**config.mk**
```make
export PLATFORM = sky130hd
export DESIGN_NAME = wildcard_byte_pattern_scanner_flat
export DESIGN_NICKNAME = d
export VERILOG_FILES = /design/src/hw/rtl/swps_pkg.sv /design/src/hw/rtl/swps_if.sv /design/src/hw/rtl/wildcard_byte_pattern_scanner.sv /design/src/hw/rtl/swps_queue.sv /design/src/hw/rtl/swps_front.sv /design/src/hw/rtl/swps_back.sv /design/src/flat_wrapper.sv
export SDC_FILE = /design/constraint.sdc
export NUM_CORES = 1
export LEC_CHECK = 0
export ABC_AREA = 1
export BUFFER_PORTS_ARGS = -buffer_cell sky130_fd_sc_hd__clkbuf_2
export CORE_MARGIN = 2
export CORE_UTILIZATION = 40
export CTS_CLUSTER_SIZE = 16
export DETAILED_ROUTE_END_ITERATION = 7
export PLACE_DENSITY = 0.64
export SLEW_MARGIN = 0
export SYNTH_ARGS = -nofsm -noshare
export SYNTH_HDL_FRONTEND = slang
export SYNTH_SLANG_ARGS = --single-unit
```
**constraint.sdc**
```tcl
create_clock -name clk -period 6.7 [get_ports clk]
set_input_delay 0.335 -clock clk [delete_from_list [all_inputs] [get_ports clk]]
set_output_delay 0.335 -clock clk [all_outputs]
set_load 0.01 [all_outputs]
```
**src/hw/rtl/swps_pkg.sv**
```systemverilog
// shared constants and types of the wildcard byte pattern scanner
package swps_pkg;

	// default window depth and the hard limit on pattern length
	localparam int PatternBytesDef = 8;
	localparam int MaxPatternLen = 8;

	// entries in the queue between scan front and result back (power of two)
	localparam int QueueDepth = 2;

	// configuration port
	localparam int CfgIndexW = 3;
	localparam int CfgDataW = 64;

	typedef enum logic [CfgIndexW-1:0] {
		RegRegionStart  = 3'd0,
		RegResultOffset = 3'd1,
		RegPatternBytes = 3'd2,
		RegWildcardMask = 3'd3,
		RegPatternLen   = 3'd4
	} cfg_reg_t;

	// pattern settings seen by the scan front
	typedef struct packed {
		logic [63:0] pattern_bytes;
		logic [7:0]  wildcard_mask;
		logic [3:0]  pattern_length;
	} pattern_cfg_t;

	// address settings seen by the result back
	typedef struct packed {
		logic [63:0] region_start;
		logic [15:0] result_offset;
	} address_cfg_t;

	// one finished region as handed from front to back
	typedef struct packed {
		logic        found;
		logic [31:0] position;
	} scan_rec_t;

endpackage

```
**src/hw/rtl/swps_if.sv**
```systemverilog
// stream interfaces of the scanner: region bytes in, scan results out

interface swps_byte_if;
	logic       valid;
	logic       ready;
	logic [7:0] data_byte;
	logic       last_byte;

	modport source (output valid, output data_byte, output last_byte, input ready);
	modport sink (input valid, input data_byte, input last_byte, output ready);
endinterface

interface swps_result_if;
	logic        valid;
	logic        ready;
	logic        found;
	logic [63:0] match_address;

	modport source (output valid, output found, output match_address, input ready);
	modport sink (input valid, input found, input match_address, output ready);
endinterface

```
**src/hw/rtl/wildcard_byte_pattern_scanner.sv**
```systemverilog
// top level of the wildcard byte pattern scanner
// Takes one region byte per cycle with no gaps, as long as the two-entry result
// queue has room. Each byte shifts into a window of min(8, PATTERN_BYTES)
// bytes and is compared against the pattern in the same cycle, wildcard bytes
// matching anything; the first match of a region is kept. When the byte marked
// last is transferred, a record goes into the queue. If the output register is
// free or being emptied, the next clock edge loads it, and from then on the result
// (found flag and region_start + position + result_offset, or 0) is offered. The
// queue lets the scan run on while a result waits for the sink. Configuration is
// written through wr_en, wr_index and wr_data; the user must write it only while
// no region is in flight, which the block itself does not enforce.
module wildcard_byte_pattern_scanner #(
	parameter int PATTERN_BYTES = swps_pkg::PatternBytesDef
) (
	input  logic                            clk,
	input  logic                            arst_n,
	input  logic                            wr_en,
	input  logic [swps_pkg::CfgIndexW-1:0]  wr_index,
	input  logic [swps_pkg::CfgDataW-1:0]   wr_data,
	swps_byte_if.sink                       byte_in,
	swps_result_if.source                   result_out
);
	import swps_pkg::*;

	localparam int RecW = $bits(scan_rec_t);

	logic [63:0] region_start_q;
	logic [15:0] result_offset_q;
	logic [63:0] pattern_bytes_q;
	logic [7:0]  wildcard_mask_q;
	logic [3:0]  pattern_length_q;

	pattern_cfg_t pat_cfg;
	address_cfg_t addr_cfg;
	logic         push;
	scan_rec_t    push_rec;
	logic         push_ready;
	logic         pop;
	logic         rec_valid;
	logic [RecW-1:0] pop_data;

	// configuration registers
	always_ff @(posedge clk or negedge arst_n) begin
		if (!arst_n) begin
			region_start_q <= '0;
			result_offset_q <= '0;
			pattern_bytes_q <= '0;
			wildcard_mask_q <= '0;
			pattern_length_q <= '0;
		end else if (wr_en) begin
			case (cfg_reg_t'(wr_index))
				RegRegionStart: region_start_q <= wr_data[63:0];
				RegResultOffset: result_offset_q <= wr_data[15:0];
				RegPatternBytes: pattern_bytes_q <= wr_data[63:0];
				RegWildcardMask: wildcard_mask_q <= wr_data[7:0];
				RegPatternLen: pattern_length_q <= wr_data[3:0];
				default: ;
			endcase
		end
	end

	assign pat_cfg.pattern_bytes = pattern_bytes_q;
	assign pat_cfg.wildcard_mask = wildcard_mask_q;
	assign pat_cfg.pattern_length = pattern_length_q;
	assign addr_cfg.region_start = region_start_q;
	assign addr_cfg.result_offset = result_offset_q;

	swps_front #(
		.PATTERN_BYTES(PATTERN_BYTES)
	) u_front (
		.clk(clk),
		.arst_n(arst_n),
		.byte_in(byte_in),
		.cfg(pat_cfg),
		.push(push),
		.push_rec(push_rec),
		.push_ready(push_ready)
	);

	swps_queue #(
		.Width(RecW),
		.Depth(QueueDepth)
	) u_queue (
		.clk(clk),
		.arst_n(arst_n),
		.push(push),
		.push_data(push_rec),
		.push_ready(push_ready),
		.pop(pop),
		.pop_data(pop_data),
		.pop_valid(rec_valid)
	);

	swps_back u_back (
		.clk(clk),
		.arst_n(arst_n),
		.cfg(addr_cfg),
		.rec_valid(rec_valid),
		.rec(scan_rec_t'(pop_data)),
		.pop(pop),
		.result_out(result_out)
	);

endmodule

```
**src/hw/rtl/swps_queue.sv**
```systemverilog
// small first-in first-out queue between the scan front and the result back
module swps_queue #(
	parameter int Width = 33,
	parameter int Depth = swps_pkg::QueueDepth
) (
	input  logic             clk,
	input  logic             arst_n,
	input  logic             push,
	input  logic [Width-1:0] push_data,
	output logic             push_ready,
	input  logic             pop,
	output logic [Width-1:0] pop_data,
	output logic             pop_valid
);
	localparam int PtrW = (Depth > 1) ? $clog2(Depth) : 1;
	localparam int CntW = $clog2(Depth + 1);

	logic [Width-1:0] mem_q [Depth];
	logic [PtrW-1:0]  wr_ptr_q;
	logic [PtrW-1:0]  rd_ptr_q;
	logic [CntW-1:0]  count_q;

	assign push_ready = (count_q != CntW'(Depth));
	assign pop_valid = (count_q != '0);
	assign pop_data = mem_q[rd_ptr_q];

	// pointers and fill count
	always_ff @(posedge clk or negedge arst_n) begin
		if (!arst_n) begin
			wr_ptr_q <= '0;
			rd_ptr_q <= '0;
			count_q <= '0;
		end else begin
			if (push && push_ready)
				wr_ptr_q <= wr_ptr_q + 1'b1;
			if (pop && pop_valid)
				rd_ptr_q <= rd_ptr_q + 1'b1;
			case ({push && push_ready, pop && pop_valid})
				2'b10: count_q <= count_q + 1'b1;
				2'b01: count_q <= count_q - 1'b1;
				default: count_q <= count_q;
			endcase
		end
	end

	// entry storage
	always_ff @(posedge clk) begin
		if (push && push_ready)
			mem_q[wr_ptr_q] <= push_data;
	end

	a_count_bound: assert property (@(posedge clk) disable iff (!arst_n)
		count_q <= CntW'(Depth))
		else $error("queue fill count beyond depth");

	a_pop_frees: assert property (@(posedge clk) disable iff (!arst_n)
		(pop && pop_valid && !push) |=> push_ready)
		else $error("queue still full after a pop");

	a_push_fills: assert property (@(posedge clk) disable iff (!arst_n)
		(push && push_ready) |=> pop_valid)
		else $error("queue empty after a push");

endmodule

```
**src/hw/rtl/swps_front.sv**
```systemverilog
// scan front: takes region bytes, keeps the byte window and finds the first match
module swps_front #(
	parameter int PATTERN_BYTES = swps_pkg::PatternBytesDef
) (
	input  logic                    clk,
	input  logic                    arst_n,
	swps_byte_if.sink               byte_in,
	input  swps_pkg::pattern_cfg_t  cfg,
	output logic                    push,
	output swps_pkg::scan_rec_t     push_rec,
	input  logic                    push_ready
);
	import swps_pkg::*;

	localparam int WinLen = (PATTERN_BYTES < MaxPatternLen) ? PATTERN_BYTES : MaxPatternLen;
	localparam logic [3:0] WinLenL = 4'(WinLen);

	logic [7:0]  win_q [WinLen];
	logic [7:0]  win_nx [WinLen];
	logic [31:0] bytes_seen_q;
	logic        match_seen_q;
	logic [31:0] match_position_q;

	logic        accept;
	logic [3:0]  len;
	logic [31:0] seen_nx;
	logic        sel_hit;
	logic        new_hit;
	logic        found_nx;
	logic [31:0] pos_nx;

	assign byte_in.ready = push_ready;
	assign accept = byte_in.valid && push_ready;

	// clamp the length to what the window holds
	assign len = (cfg.pattern_length > WinLenL) ? WinLenL : cfg.pattern_length;

	// window after the incoming byte, newest at entry 0
	always_comb begin
		win_nx[0] = byte_in.data_byte;
		for (int j = 1; j < WinLen; j++)
			win_nx[j] = win_q[j-1];
	end

	// masked compare for every length, then pick the configured one
	always_comb begin
		logic hl;
		sel_hit = 1'b0;
		for (int l = 1; l <= WinLen; l++) begin
			hl = 1'b1;
			for (int k = 0; k < l; k++) begin
				if (!cfg.wildcard_mask[k] && (win_nx[l-1-k] != cfg.pattern_bytes[8*k +: 8]))
					hl = 1'b0;
			end
			if (len == 4'(l))
				sel_hit = hl;
		end
	end

	// saturating byte count and first match position
	assign seen_nx = (bytes_seen_q == '1) ? bytes_seen_q : bytes_seen_q + 32'd1;
	assign new_hit = !match_seen_q && (len != '0) && (seen_nx >= {28'd0, len}) && sel_hit;
	assign found_nx = match_seen_q || new_hit;
	assign pos_nx = new_hit ? (seen_nx - {28'd0, len}) : match_position_q;

	assign push = accept && byte_in.last_byte;
	assign push_rec.found = found_nx;
	assign push_rec.position = pos_nx;

	// region state, cleared once the last byte is transferred
	always_ff @(posedge clk or negedge arst_n) begin
		if (!arst_n) begin
			bytes_seen_q <= '0;
			match_seen_q <= 1'b0;
			match_position_q <= '0;
		end else if (accept) begin
			if (byte_in.last_byte) begin
				bytes_seen_q <= '0;
				match_seen_q <= 1'b0;
				match_position_q <= '0;
			end else begin
				bytes_seen_q <= seen_nx;
				match_seen_q <= found_nx;
				match_position_q <= pos_nx;
			end
		end
	end

	// byte window; entries older than the region are never compared
	always_ff @(posedge clk) begin
		if (accept)
			win_q <= win_nx;
	end

	a_clear_after_last: assert property (@(posedge clk) disable iff (!arst_n)
		push |=> (bytes_seen_q == '0) && !match_seen_q)
		else $error("region state not cleared after last byte");

	a_match_only_cleared: assert property (@(posedge clk) disable iff (!arst_n)
		$fell(match_seen_q) |-> $past(push))
		else $error("match flag dropped inside a region");

	a_position_held: assert property (@(posedge clk) disable iff (!arst_n)
		(match_seen_q && !push) |=> $stable(match_position_q))
		else $error("first match position overwritten");

endmodule

```
**src/hw/rtl/swps_back.sv**
```systemverilog
// result back: turns a finished region into an address and holds it for the sink
module swps_back (
	input  logic                    clk,
	input  logic                    arst_n,
	input  swps_pkg::address_cfg_t  cfg,
	input  logic                    rec_valid,
	input  swps_pkg::scan_rec_t     rec,
	output logic                    pop,
	swps_result_if.source           result_out
);
	import swps_pkg::*;

	logic [63:0] base_q;
	logic        valid_q;
	logic        found_q;
	logic [63:0] address_q;

	// take a record when the output register is free or being emptied
	assign pop = rec_valid && (!valid_q || result_out.ready);

	assign result_out.valid = valid_q;
	assign result_out.found = found_q;
	assign result_out.match_address = address_q;

	// start plus offset, registered from the configuration registers
	always_ff @(posedge clk) begin
		base_q <= cfg.region_start + {48'd0, cfg.result_offset};
	end

	// output register valid
	always_ff @(posedge clk or negedge arst_n) begin
		if (!arst_n)
			valid_q <= 1'b0;
		else if (pop)
			valid_q <= 1'b1;
		else if (result_out.ready)
			valid_q <= 1'b0;
	end

	// output register payload
	always_ff @(posedge clk) begin
		if (pop) begin
			found_q <= rec.found;
			address_q <= rec.found ? (base_q + {32'd0, rec.position}) : '0;
		end
	end

	a_zero_when_missing: assert property (@(posedge clk) disable iff (!arst_n)
		(valid_q && !found_q) |-> (address_q == '0))
		else $error("address not zero without a match");

	a_pop_loads: assert property (@(posedge clk) disable iff (!arst_n)
		pop |=> valid_q)
		else $error("taken record did not reach the output register");

	a_no_pop_while_held: assert property (@(posedge clk) disable iff (!arst_n)
		(valid_q && !result_out.ready) |-> !pop)
		else $error("record taken over a held result");

endmodule

```
**src/flat_wrapper.sv**
```systemverilog
// flat-port wrapper written by rule: the top's interface ports become plain ports
module wildcard_byte_pattern_scanner_flat import swps_pkg::*;
#(
	parameter int PATTERN_BYTES = swps_pkg::PatternBytesDef
)
  (clk, arst_n, wr_en, wr_index, wr_data, byte_in_valid, byte_in_data_byte, byte_in_last_byte, byte_in_ready, result_out_valid, result_out_found, result_out_match_address, result_out_ready);
  swps_byte_if byte_in_i ();
  swps_result_if result_out_i ();
  input  logic clk;
  input  logic arst_n;
  input  logic wr_en;
  input  logic [swps_pkg::CfgIndexW-1:0] wr_index;
  input  logic [swps_pkg::CfgDataW-1:0] wr_data;
  input wire logic [$bits(byte_in_i.valid)-1:0] byte_in_valid;
  input wire logic [$bits(byte_in_i.data_byte)-1:0] byte_in_data_byte;
  input wire logic [$bits(byte_in_i.last_byte)-1:0] byte_in_last_byte;
  output wire logic [$bits(byte_in_i.ready)-1:0] byte_in_ready;
  output wire logic [$bits(result_out_i.valid)-1:0] result_out_valid;
  output wire logic [$bits(result_out_i.found)-1:0] result_out_found;
  output wire logic [$bits(result_out_i.match_address)-1:0] result_out_match_address;
  input wire logic [$bits(result_out_i.ready)-1:0] result_out_ready;
  assign byte_in_i.valid = byte_in_valid;
  assign byte_in_i.data_byte = byte_in_data_byte;
  assign byte_in_i.last_byte = byte_in_last_byte;
  assign byte_in_ready = byte_in_i.ready;
  assign result_out_valid = result_out_i.valid;
  assign result_out_found = result_out_i.found;
  assign result_out_match_address = result_out_i.match_address;
  assign result_out_i.ready = result_out_ready;
  wildcard_byte_pattern_scanner #(.PATTERN_BYTES(PATTERN_BYTES)) u_core (.clk(clk), .arst_n(arst_n), .wr_en(wr_en), .wr_index(wr_index), .wr_data(wr_data), .byte_in(byte_in_i), .result_out(result_out_i));
endmodule
```
==> key figures <==
Die
  • Die Y: 270 um
  • Initial core utilization: 40.5%
  • # IOs: 148
  • Total core area: 70000 um^2
  • Die area: 73000 um^2
  • Die span in x: 270 um
  • Std-Cell Rows: 97

Timing
  • Final setup vio count: 0
  • Setup TNS: 0 ns
  • Min Clock Period, post-route: 5.15 ns
  • Fin. max-slew vios: 0
  • Worst Tran Pin Value: 1.13 ns
  • Worst Clk Skew: 0.0212 ns
  • RSZ-0062 raised after global routing: false
  • Rel. slew slack: 24.5%
  • Fin crit share: 76.9%
  • Fmax: 0.194 GHz
  • Final hold vios: 0

Clock tree
  • CTS H-tree depth: 2
  • Cts bufs inserted: 52
  • Clock-pin slew on the worst setup and hold paths: 0.07 ns
  • Worst skew pair latency: 0.62 ns
  • CTS root buffer: clkbuf_16
  • Clock buffer depth: 3
  • Post-CTS Setup Bufs: 0
  • CTS tree: yes
  • Clock sinks: 477

GRT
  • Total track usage: 24.2%
  • GR Overflow Total: 0
  • Vias in the first global route: 23400
  • Largest net degree at the start of global routing: 143
  • Initial antenna violation count: 3
  • First-pass GRT wire length: 138000 um

Logic synthesis
  • Top FF cell, synth: dfrtp_1
  • Post-synth top cells: 1144 x nand2_1, 426 x inv_1, 295 x nor2_1
  • Post-Syn Nets: 3862
  • Cell Area, Synth: 28300 um^2
  • Synthesis-stage register bit count: 477
  • Synth unique cells: 50
  • Top-count cell post-synth: nand2_1
  • Yosys top cell by area: dfrtp_1
  • Seq/Total Area, Yosys: 44.3%
  • Yosys synthesis warning count: 0
  • Synth top area cells: dfrtp_1 20%, edfxtp_1 20%, nand2_1 15%
  • Cells after Synth: 3724
  • Async SR Flop Fraction: 47.4%
  • Post-synth EDFFs: 187
  • Top cell type's share of synthesized area: 20.0%
  • Average size of a mapped cell: 7.61 um^2

Finish
  • Layout cells sized above 1: 8.56%
  • Finished Core Util: 45.4%
  • # fillers: 7032
  • Finished Layout Cells: 4797
  • Final nets: 3952
  • Area growth, synth to finish: 12.2%
  • Diodes inserted: 0

Critical path
  • CP Class: flip-flop to flip-flop
  • Startpoint types: flip-flop
  • Worst path arrival time: 5.52 ns
  • Worst R2R Setup Slack: 1.55 ns
  • Critical Path RT: 7.07 ns
  • Crit Path Max Fanout: 40
  • CP endpoint kind: flip-flop

Detailed routing
  • Vias/cell: 5.20
  • DRC: 0
  • DR WL/cell: 18.5 um
  • Routed wire length: 88800 um
  • Drt pass-1 iters: 6
  • DRT antenna net count: 0
  • Iter 0 DRT Violations: 2422
  • Via count: 24900

Worst hold path
  • Hold WC Path Type: input pin to flip-flop

Run
  • Number of max-cap violations: 0

Outcome
  • Status: complete, no violations

Power and ir drop
  • P per Cell Area: 402 nW/um^2
  • Leakage power total: 14.4 nW
  • Max rail drop VDD: 0.200 mV

Placed design
  • Final Wtd Congestion: 0.976
  • HPWL Detailed: 66800 um
  • Dpl cells: 4679
  • Port Buf Inserts: 147
timing repair:
item,in CTS,in global routing
resized for setup,0,0
hold endpoints to repair,119,0
hold buffers,21,0
critical path, cell delays in order, from the launching register on:
cell and delay (ns):
dfrtp_1 0.46, ha_1 0.35, inv_2 0.10, nor2_2 0.06
nand2_2 0.10, nor2_2 0.06, nand2_2 0.58, inv_1 0.18
or2_2 0.31, o21ai_0 0.10, inv_1 0.13, fa_1 0.48
nand3_1 0.10, and2_0 0.12, inv_1 0.06, nor2_2 0.21
nand3_2 0.17, nor2_4 0.21, nand4_4 0.10, buf_4 0.29
nand3_4 0.42, nand2_1 0.13, and2_1 0.20
final timing paths:
path                                                start                            endpoint  cells after the start
max                        u_core.u_front.bytes_seen_q[0]         u_core.u_queue.mem_q[1][25]                     22
min reg2reg                     u_core.region_start_q[62]           u_core.region_start_q[62]                      2
min in group asynchronous                          arst_n  u_core.u_front.match_position_q[9]                      2
max reg2reg                u_core.u_front.bytes_seen_q[0]         u_core.u_queue.mem_q[1][25]                     22
max in group asynchronous                          arst_n          u_core.pattern_bytes_q[60]                      3
min                                           wr_data[32]           u_core.region_start_q[32]                      3
layout by cell type, fill, tap and decap left out, drive strengths merged, types with 5 or more instances in the layout:
master       synthesis  routed
nand2             1152    1152
inv                429     437
nor2               316     316
o21ai              249     249
dfrtp              226     226
clkbuf              97     219
nand3              188     188
edfxtp             187     187
xnor2              153     153
a21oi              129     129
xor2               103     103
nand4              103     103
nor3                69      69
dfxtp               64      64
ha                  54      54
or2                 27      27
nor4                23      23
o22ai               22      22
dlygate4sd3          0      21
o21a                16      16
buf                 50      16
and2                15      15
clkinv               1      14
a31oi               13      13
a21o                10      10
a21boi               5       5
o21bai               5       5
metal layers:
metal	routed length (um)	track usage (%)
met5	0	0
met1	40300	34.3
met3	5700	3.20
met2	39400	37.5
met4	3500	9.68
sequential cells by signal (all words and copies together) (netlist names), 2 cells and up:
signal	cells
u_core.u_queue.count_q	2
u_core.result_offset_q	16
u_core.pattern_bytes_q	64
u_core.u_front.match_position_q	32
u_core.u_queue.mem_q	66
u_core.u_front.bytes_seen_q	32
u_core.region_start_q	64
u_core.u_back.base_q	64
u_core.u_back.result_out.match_address	64
u_core.wildcard_mask_q	8
u_core.pattern_length_q	4
u_core.u_front.win_nx	56
power by group:
part / switching (W) / internal (W)
registers: 0.000762 / 0.00409
clock network: 0.00126 / 0.00173
logic: 0.00322 / 0.00170
total: 0.00525 / 0.00752
area by class of cell:
class / count / area [um^2] / area share, %
inverters: 430 / 1610 / 5.08
well taps: 940 / 1180 / 3.70
clock buffers: 73 / 1600 / 5.04
repair buffers: 183 / 1080 / 3.40
multi-input cells: 2670 / 13500 / 42.6
clock inverters: 24 / 205 / 0.646
flip-flops and latches: 477 / 12600 / 39.5
logic make-up (layout without fill, tap and decap cells):
| family | Yosys count | count (layout) | synth area share [%] |
|---|---|---|---|
| compound gates | 456 | 456 | 8.64 |
| xor+xnor | 256 | 256 | 7.94 |
| fa+ha+maj | 57 | 57 | 2.60 |
| buf+inv | 577 | 710 | 7.99 |
| flops | 477 | 477 | 44.3 |
| simple gates | 1901 | 1901 | 28.5 |
per-stage QoR:
step                hold slack (ns)  total power [W]  instance area, um^2  setup slack, ns
CTS                         0.00193           0.0128                31800             1.56
floorplan                    0.0394          0.00815                28300             1.77
finish                       0.0226           0.0128                31800             1.55
global placement              0.396          0.00971                29800             1.66
global route                 0.0271           0.0136                31800             1.14
detailed placement            0.380          0.00977                29800             1.58
(Power assumes the default switching activity.)
